File: src/cmosrtc_pkg.sv
// Shared types, constants and helpers for the CMOS/RTC periodic interrupt block.
// Depends on nothing; used by the top level, the testbench checker and the testbench top.
package cmosrtc_pkg;

   localparam int STORE_DEPTH = 128;
   localparam int ADDR_W      = $clog2(STORE_DEPTH);
   localparam int IDX_W       = 7;
   localparam int TICK_W      = 32;
   localparam int PERIOD_W    = 15;

   localparam logic [IDX_W:0]   DEPTH_LIM = (IDX_W + 1)'(STORE_DEPTH);

   localparam logic [IDX_W-1:0] REG_A = 7'd10;
   localparam logic [IDX_W-1:0] REG_B = 7'd11;
   localparam logic [IDX_W-1:0] REG_C = 7'd12;
   localparam logic [IDX_W-1:0] REG_D = 7'd13;

   localparam logic [7:0] RESET_A    = 8'h26;
   localparam logic [7:0] RESET_B    = 8'h02;
   localparam logic [7:0] RESET_D    = 8'h80;
   localparam logic [7:0] INDEX_READ = 8'hff;
   localparam logic [7:0] FLAGS_PF   = 8'hc0;

   localparam int BIT_UIP = 7;
   localparam int BIT_PIE = 6;

   typedef enum logic [2:0] {
      MODE_RD_INDEX = 3'd0,
      MODE_RD_DATA  = 3'd1,
      MODE_WR_INDEX = 3'd2,
      MODE_WR_DATA  = 3'd3,
      MODE_TICK     = 3'd4,
      MODE_DIRECT   = 3'd5
   } mode_type;

   function automatic logic [7:0] reset_byte(input logic [ADDR_W-1:0] addr);
      logic [7:0] value;
      value = 8'h00;
      if (addr == REG_A[ADDR_W-1:0]) begin
         value = RESET_A;
      end else if (addr == REG_B[ADDR_W-1:0]) begin
         value = RESET_B;
      end else if (addr == REG_D[ADDR_W-1:0]) begin
         value = RESET_D;
      end
      return value;
   endfunction

endpackage

File: src/cmos_rtc_periodic_interrupt.sv
// Top level of the CMOS/RTC store with its periodic interrupt timer.
// The byte store is a single-port synchronous memory; uses cmosrtc_pkg.
//
// A request steps through RD_A, RD_B, RD_X and EXEC; EXEC holds while a result is
// stalled, and no new request is taken before idle. The single memory port reads
// register A, register B and the addressed byte or register C, then writes back.
// Reset clears control state, the timer and the per-entry valid bits at once, so
// unwritten entries read their reset values; no clearing pass is needed.
module cmos_rtc_periodic_interrupt (
   input  logic        clock,
   input  logic        reset,
   input  logic        req_tvalid,
   output logic        req_tready,
   input  logic [15:0] req_tdata,   // write_data[7:0], direct_address[14:8], zero[15]
   input  logic [2:0]  req_tuser,   // mode[2:0]
   output logic        rsp_tvalid,
   input  logic        rsp_tready,
   output logic [15:0] rsp_tdata    // read_data[7:0], irq_pulse[8], zero[15:9]
);

   localparam int ADDR_W = cmosrtc_pkg::ADDR_W;
   localparam int IDX_W  = cmosrtc_pkg::IDX_W;
   localparam int TICK_W = cmosrtc_pkg::TICK_W;
   localparam int PER_W  = cmosrtc_pkg::PERIOD_W;
   localparam int DEPTH  = cmosrtc_pkg::STORE_DEPTH;

   typedef enum logic [4:0] {
      ST_IDLE = 5'b00001,
      ST_RD_A = 5'b00010,
      ST_RD_B = 5'b00100,
      ST_RD_X = 5'b01000,
      ST_EXEC = 5'b10000
   } state_type;

   state_type              state_ff, state_in;
   cmosrtc_pkg::mode_type  mode_ff, mode_in;
   logic [7:0]             wdata_ff, wdata_in;
   logic [IDX_W-1:0]       daddr_ff, daddr_in;
   logic [IDX_W-1:0]       index_ff, index_in;
   logic [TICK_W-1:0]      tick_ff, tick_in;
   logic [TICK_W-1:0]      deadline_ff, deadline_in;
   logic [PER_W-1:0]       period_ff, period_in;
   logic [7:0]             a_ff, a_in;
   logic [7:0]             b_ff, b_in;
   logic                   rsp_valid_ff, rsp_valid_in;
   logic [8:0]             rsp_data_ff, rsp_data_in;

   logic [7:0]             mem_ff [DEPTH];
   logic [DEPTH-1:0]       valid_ff;
   logic [7:0]             rraw_ff;
   logic                   rvalid_ff;
   logic [ADDR_W-1:0]      raddr_ff;

   logic                   rd_en;
   logic [ADDR_W-1:0]      rd_addr;
   logic [7:0]             rdata;
   logic                   wr_en;
   logic [ADDR_W-1:0]      wr_addr;
   logic [7:0]             wr_byte;
   logic                   go;
   logic                   idx_ok;
   logic                   daddr_ok;
   logic [TICK_W-1:0]      tick_next;
   logic [TICK_W-1:0]      diff;
   logic                   fire;
   logic [7:0]             a_new;
   logic [7:0]             b_new;
   logic [3:0]             code;
   logic [3:0]             code_adj;
   logic [PER_W-1:0]       period_new;
   logic [TICK_W-1:0]      period_wide;
   logic [TICK_W-1:0]      deadline_new;

   assign req_tready = (state_ff == ST_IDLE);
   assign rsp_tvalid = rsp_valid_ff;
   assign rsp_tdata  = {7'd0, rsp_data_ff};

   assign rdata    = rvalid_ff ? rraw_ff : cmosrtc_pkg::reset_byte(raddr_ff);
   assign idx_ok   = ({1'b0, index_ff} < cmosrtc_pkg::DEPTH_LIM);
   assign daddr_ok = ({1'b0, daddr_ff} < cmosrtc_pkg::DEPTH_LIM);
   assign go       = (state_ff == ST_EXEC) && (!rsp_valid_ff || rsp_tready);

   assign tick_next = tick_ff + TICK_W'(1);
   assign diff      = tick_next - deadline_ff;
   assign fire      = b_ff[cmosrtc_pkg::BIT_PIE] && !diff[TICK_W-1];

   always_comb begin
      a_new = a_ff;
      b_new = b_ff;
      if (index_ff == cmosrtc_pkg::REG_A) begin
         a_new = {a_ff[cmosrtc_pkg::BIT_UIP], wdata_ff[6:0]};
      end else if (index_ff == cmosrtc_pkg::REG_B) begin
         b_new = wdata_ff;
      end
      code     = a_new[3:0];
      code_adj = (code <= 4'd2) ? (code + 4'd7) : code;
      period_new   = PER_W'(1) << (code_adj - 4'd1);
      period_wide  = TICK_W'(period_new);
      deadline_new = (tick_ff + period_wide) & ~(period_wide - TICK_W'(1));
   end

   always_comb begin
      rd_en   = 1'b0;
      rd_addr = cmosrtc_pkg::REG_A[ADDR_W-1:0];
      case (state_ff)
         ST_RD_A: begin
            rd_en = 1'b1;
         end
         ST_RD_B: begin
            rd_en   = 1'b1;
            rd_addr = cmosrtc_pkg::REG_B[ADDR_W-1:0];
         end
         ST_RD_X: begin
            rd_en   = 1'b1;
            rd_addr = (mode_ff == cmosrtc_pkg::MODE_RD_DATA) ? index_ff[ADDR_W-1:0]
                                                            : cmosrtc_pkg::REG_C[ADDR_W-1:0];
         end
         default: begin
            rd_en = 1'b0;
         end
      endcase
   end

   always_comb begin
      state_in     = state_ff;
      mode_in      = mode_ff;
      wdata_in     = wdata_ff;
      daddr_in     = daddr_ff;
      index_in     = index_ff;
      tick_in      = tick_ff;
      deadline_in  = deadline_ff;
      period_in    = period_ff;
      a_in         = a_ff;
      b_in         = b_ff;
      rsp_valid_in = rsp_valid_ff && !rsp_tready;
      rsp_data_in  = rsp_data_ff;
      wr_en        = 1'b0;
      wr_addr      = index_ff[ADDR_W-1:0];
      wr_byte      = wdata_ff;
      case (state_ff)
         ST_IDLE: begin
            if (req_tvalid) begin
               mode_in  = cmosrtc_pkg::mode_type'(req_tuser);
               wdata_in = req_tdata[7:0];
               daddr_in = req_tdata[14:8];
               state_in = ST_RD_A;
            end
         end
         ST_RD_A: begin
            state_in = ST_RD_B;
         end
         ST_RD_B: begin
            a_in     = rdata;
            state_in = ST_RD_X;
         end
         ST_RD_X: begin
            b_in     = rdata;
            state_in = ST_EXEC;
         end
         ST_EXEC: begin
            if (go) begin
               state_in     = ST_IDLE;
               rsp_valid_in = 1'b1;
               rsp_data_in  = 9'd0;
               case (mode_ff)
                  cmosrtc_pkg::MODE_RD_INDEX: begin
                     rsp_data_in = {1'b0, cmosrtc_pkg::INDEX_READ};
                  end
                  cmosrtc_pkg::MODE_RD_DATA: begin
                     rsp_data_in = {1'b0, idx_ok ? rdata : 8'h00};
                  end
                  cmosrtc_pkg::MODE_WR_INDEX: begin
                     index_in = wdata_ff[IDX_W-1:0];
                  end
                  cmosrtc_pkg::MODE_WR_DATA: begin
                     wr_en   = idx_ok;
                     wr_byte = (index_ff == cmosrtc_pkg::REG_A) ? a_new : wdata_ff;
                     if ((index_ff == cmosrtc_pkg::REG_A || index_ff == cmosrtc_pkg::REG_B)
                         && b_new[cmosrtc_pkg::BIT_PIE] && code != 4'd0) begin
                        period_in   = period_new;
                        deadline_in = deadline_new;
                     end
                  end
                  cmosrtc_pkg::MODE_TICK: begin
                     tick_in = tick_next;
                     if (fire) begin
                        wr_en       = 1'b1;
                        wr_addr     = cmosrtc_pkg::REG_C[ADDR_W-1:0];
                        wr_byte     = rdata | cmosrtc_pkg::FLAGS_PF;
                        deadline_in = deadline_ff + TICK_W'(period_ff);
                        rsp_data_in = 9'h100;
                     end
                  end
                  cmosrtc_pkg::MODE_DIRECT: begin
                     wr_en   = daddr_ok;
                     wr_addr = daddr_ff[ADDR_W-1:0];
                  end
                  default: begin
                     rsp_data_in = 9'd0;
                  end
               endcase
            end
         end
         default: begin
            state_in = ST_IDLE;
         end
      endcase
   end

   always_ff @(posedge clock) begin
      if (wr_en) begin
         mem_ff[wr_addr] <= wr_byte;
      end
      if (rd_en) begin
         rraw_ff  <= mem_ff[rd_addr];
         raddr_ff <= rd_addr;
      end
   end

   always_ff @(posedge clock) begin
      if (reset) begin
         valid_ff  <= '0;
         rvalid_ff <= 1'b0;
      end else begin
         if (wr_en) begin
            valid_ff[wr_addr] <= 1'b1;
         end
         if (rd_en) begin
            rvalid_ff <= valid_ff[rd_addr];
         end
      end
   end

   always_ff @(posedge clock) begin
      if (reset) begin
         state_ff     <= ST_IDLE;
         index_ff     <= '0;
         tick_ff      <= '0;
         deadline_ff  <= '0;
         period_ff    <= '0;
         rsp_valid_ff <= 1'b0;
      end else begin
         state_ff     <= state_in;
         index_ff     <= index_in;
         tick_ff      <= tick_in;
         deadline_ff  <= deadline_in;
         period_ff    <= period_in;
         rsp_valid_ff <= rsp_valid_in;
      end
   end

   always_ff @(posedge clock) begin
      mode_ff     <= mode_in;
      wdata_ff    <= wdata_in;
      daddr_ff    <= daddr_in;
      a_ff        <= a_in;
      b_ff        <= b_in;
      rsp_data_ff <= rsp_data_in;
   end

endmodule

File: config.mk
export PLATFORM = sky130hd
export DESIGN_NAME = cmos_rtc_periodic_interrupt
export DESIGN_NICKNAME = d
export VERILOG_FILES = /design/src/cmosrtc_pkg.sv /design/src/cmos_rtc_periodic_interrupt.sv
export SDC_FILE = /design/constraint.sdc
export NUM_CORES = 2
export LEC_CHECK = 0
export ABC_AREA = 1
export BUFFER_PORTS_ARGS = -buffer_cell sky130_fd_sc_hd__buf_2
export CORE_MARGIN = 2
export CORE_UTILIZATION = 50
export CTS_CLUSTER_SIZE = 40
export DETAILED_ROUTE_END_ITERATION = 8
export GPL_TIMING_DRIVEN = 0
export PLACE_DENSITY = 0.69
export SYNTH_ARGS = -nofsm -noshare
export SYNTH_HDL_FRONTEND = slang
export SYNTH_SLANG_ARGS = --single-unit
File: constraint.sdc
create_clock -name clock -period 9.75 [get_ports clock]
set_input_delay 1.4625 -clock clock [delete_from_list [all_inputs] [get_ports clock]]
set_output_delay 1.4625 -clock clock [all_outputs]
set_load 0.1 [all_outputs]
==> results.txt <==
Run status: finished, violations left
Violations in the final reports: capacitance limit, slew limit
Setup crit start kind: flip-flop
First-pass GRT wire length: 361000 um
Synthesized instance count: 5380
CTS tree: yes
Resized Gates After CTS: 0
Time the final worst path needs with I/O delays and setup: 7.465 ns
Clock transition at path regs: 0.06 ns
P per Cell Area: 183.9 mW/mm^2
Fin. max-slew vios: 186
Number of placement rows: 122
Final instance area: 0.06379 mm^2
Total of flip-flops plus latches after synthesis: 1293
Top-count cell post-synth: sky130_fd_sc_hd__edfxtp_1
Routed wire length: 274000 um
Antenna Violating Nets Remaining: 0
Measured slew at the worst slew-check pin: 1.707 ns
Routed length per instance: 37.95 um
VDD IR max: 203.7 uV
TritonCTS Buffers: 141
Endpoint arrival time on the critical path: 7.84 ns
Kind of critical path: flip-flop to flip-flop
Top Family by Delay on Critical Path: simple AND/OR/NAND/NOR gates
Number of global-route vias before repair: 43.00k
Number of hold violations in the final report: 0
R2R depth: 31
P_leak: 22.98 nW
Vias per cell: 6.650
Clock Tree Buf Depth: 3
Worst hold margin: 0.4487 ns
Cell type with the largest total area after synthesis: sky130_fd_sc_hd__edfxtp_1
Worst slew slack as a fraction of its limit: -13.82%
Leading post-synthesis cells by instance count: sky130_fd_sc_hd__edfxtp_1 (1072), sky130_fd_sc_hd__nor2_1 (740), sky130_fd_sc_hd__o21ai_0 (723), sky130_fd_sc_hd__nand2_1 (662), sky130_fd_sc_hd__inv_1 (456)
Slack of the worst reg-to-reg path: 2.29 ns
Worst path slowest cell: sky130_fd_sc_hd__inv_1
Fmax: 134.0 MHz
Detailed-routing iteration count for the pre-antenna-repair pass: 7
Synth Cell Area: 0.05619 mm^2
Number of fillers in the final layout: 9711
Htree depth: 4
Mean cell area of the mapped netlist: 10.44 um^2
Remaining routing DRC violations: 0
Buffer type at the clock tree root: sky130_fd_sc_hd__clkbuf_16
Initial Utilization: 50.56%
Sequential cell area fraction in the yosys report: 65.17%
Fraction of power consumed by the clock network: 46.0%
Total die area: 0.1151 mm^2
Reg-to-reg critical path startpoint: tick_ff[1]$_SDFFE_PP0P_
Final cycle utilization of the critical path: 76.56%
Largest net degree at the start of global routing: 89
Global-route total usage across every layer: 46.63%
Number of warnings issued by yosys: 0
Logic depth of the worst setup path including buffers: 31
Synth top area share: 57.29%
Total clock sinks: 1293
Placed Area: 0.05909 mm^2
DPL Wire Length: 193600 um
Worst path max stage delay: 1.04 ns
Start point of the critical path: tick_ff[1]$_SDFFE_PP0P_
Clock latency reported for the late side of the worst-skew pair: 0.80 ns
Post-synth cell types: 57
Weighted congestion reported at the end of routability-driven placement: 1.093
Most area-consuming cells after synthesis: sky130_fd_sc_hd__edfxtp_1 (57%), sky130_fd_sc_hd__dfxtp_1 (7.9%), sky130_fd_sc_hd__o21ai_0 (6.4%)
Post-cts hold buffer count: 0
Fraction of layout instances using a drive strength above 1: 7.586%
Switching power share of the total: 22.39%
Max Clock Skew: 0.04104 ns
Relative area change from synthesis to final layout: 13.53%
Combinational share of power: 2.7%
Setup Fix Bufs, Post-CTS: 0
Die height: 339.2 um
Net switching component of the power: 2.627 mW
Number of flops mapped to enable cells by yosys: 1072
Data required time of the critical path: 10.13 ns
Core Region: 0.1111 mm^2
Crit. End Element: flip-flop
Count of input and output buffers: 31
Number of maximum-capacitance violations: 23
Hold WC Path Type: flip-flop to flip-flop
Number of vias after detailed routing: 48.02k
RSZ-0062 raised after global routing: no
Reg2Reg Capture Point: mem_ff[21][4]$_DFFE_PP_
Critical Path Most Common Cell: sky130_fd_sc_hd__nand2_1
Horizontal die dimension: 339.2 um
Primary FF master, synth: sky130_fd_sc_hd__edfxtp_1
Post-synthesis async set-or-reset flop share: 0%
Residual overflow from global routing: 0
Reg power frac: 51.3%
Initial antenna violation count: 28
Number of setup violations in the final report: 0
End point of the critical path: mem_ff[21][4]$_DFFE_PP_
Count of buffer and inverter cells on the critical path: 4
Largest fanout of any net on the critical path: 8
Internal power contribution: 9.106 mW
First DRT Iteration DRCs: 9392
Layout Nets: 5688
Top-Level Pins: 41
-- layout by cell type (no fill, tap or decap), drive strengths merged, types with 64 or more instances in the layout --
cell    Yosys  final
buf        88    157
a21oi     274    274
dfxtp     221    221
o211ai    109    109
edfxtp   1072   1072
nand2     683    683
o21ai     733    733
o22ai     247    247
clkbuf    228    416
nand3     243    243
inv       462    464
clkinv      3     64
nor2      770    770
-- sequential cells by signal (all words and copies together) (netlist names), 8 cells and up --
signal and flops:
wdata_ff 8, tick_ff 32, rsp_data_ff 9, deadline_ff 32, rraw_ff 8, valid_ff 128
mem_ff 1024, period_ff 15
-- cell families (layout without fill, tap and decap cells) --
| family | count (synthesis) | count (layout) | share of synthesized area, % |
|---|---|---|---|
| and+or+nand+nor | 1776 | 1776 | 13.20 |
| AOI/OAI and AO/OA | 1417 | 1417 | 13.98 |
| DFF | 1293 | 1293 | 65.17 |
| buffers and inverters | 781 | 1112 | 5.474 |
| adders and majority gates | 62 | 62 | 1.407 |
| xor gates and xnor gates | 49 | 49 | 0.7638 |
| other | 2 | 24 | 0.01337 |
-- final cells by class --
type	instances	area, um^2	share of cell area, %
flip-flops and latches	1293	36620	57.40
multi-input cells	3316	16640	26.08
clock buffers	187	3815	5.981
well taps	1488	1862	2.919
inverters	465	1755	2.752
plain buffers	316	1339	2.099
repair buffers	70	939.7	1.473
clock inverters	74	793.3	1.244
diodes	12	30.03	0.04708
-- metrics by stage --
step	cells	util (%)	TNS (ns)	setup slack (ns)	total power [mW]
after floorplan	5390	-	-49.53	-0.1290	6.285
after global placement	6909	52.41	-4877.54	-9.571	6.452
after detailed placement	6945	53.17	0	2.697	6.437
after CTS	7206	57.32	0	2.652	11.67
after global routing	7210	57.38	0	1.994	11.92
final	7221	57.40	0	2.285	11.73
-- power by group through the flow --
stage               Clock (mW)  Sequential (mW)  Combinational (mW)
CTS                       5.35             6.02               0.297
floorplan                    0             6.16               0.123
global route              5.59             6.02               0.314
global placement             0             6.21               0.247
finish                    5.40             6.02               0.313
detailed placement           0             6.14               0.297
-- how the worst min path moves through the flow --
stage                          startpoint                         end  slack [ns]  depth (start not counted)
2_1_floorplan  valid_ff[104]$_SDFFE_PP0P_  valid_ff[104]$_SDFFE_PP0P_        0.43                          2
3_3_place_gp    valid_ff[68]$_SDFFE_PP0P_   valid_ff[68]$_SDFFE_PP0P_        0.43                          2
3_5_place_dp    valid_ff[16]$_SDFFE_PP0P_   valid_ff[16]$_SDFFE_PP0P_        0.44                          2
4_1_cts         valid_ff[16]$_SDFFE_PP0P_   valid_ff[16]$_SDFFE_PP0P_        0.45                          2
5_1_grt        valid_ff[113]$_SDFFE_PP0P_  valid_ff[113]$_SDFFE_PP0P_        0.46                          2
6_report       valid_ff[106]$_SDFFE_PP0P_  valid_ff[106]$_SDFFE_PP0P_        0.45                          2
-- worst reg2reg max path: cells and delay by family (launching register included) --
| kind | cells | cell delay, ns |
|---|---|---|
| xor gates and xnor gates | 1 | 0.23 |
| adders and majority gates | 2 | 0.53 |
| buffers and inverters | 4 | 1.26 |
| DFF | 1 | 0.43 |
| and+or+nand+nor | 24 | 4.59 |
-- routing by layer --
metal | track usage [%] | vias up | part of all wire [%]
li1 | - | 19370 | -
met1 | 62.12 | 23410 | 36
met2 | 64.71 | 4347 | 41
met3 | 15.45 | 880 | 15
met4 | 31.45 | 8 | 8.0
met5 | 0 | - | 0.051
No activity file was read; power rests on OpenSTA's default activity.
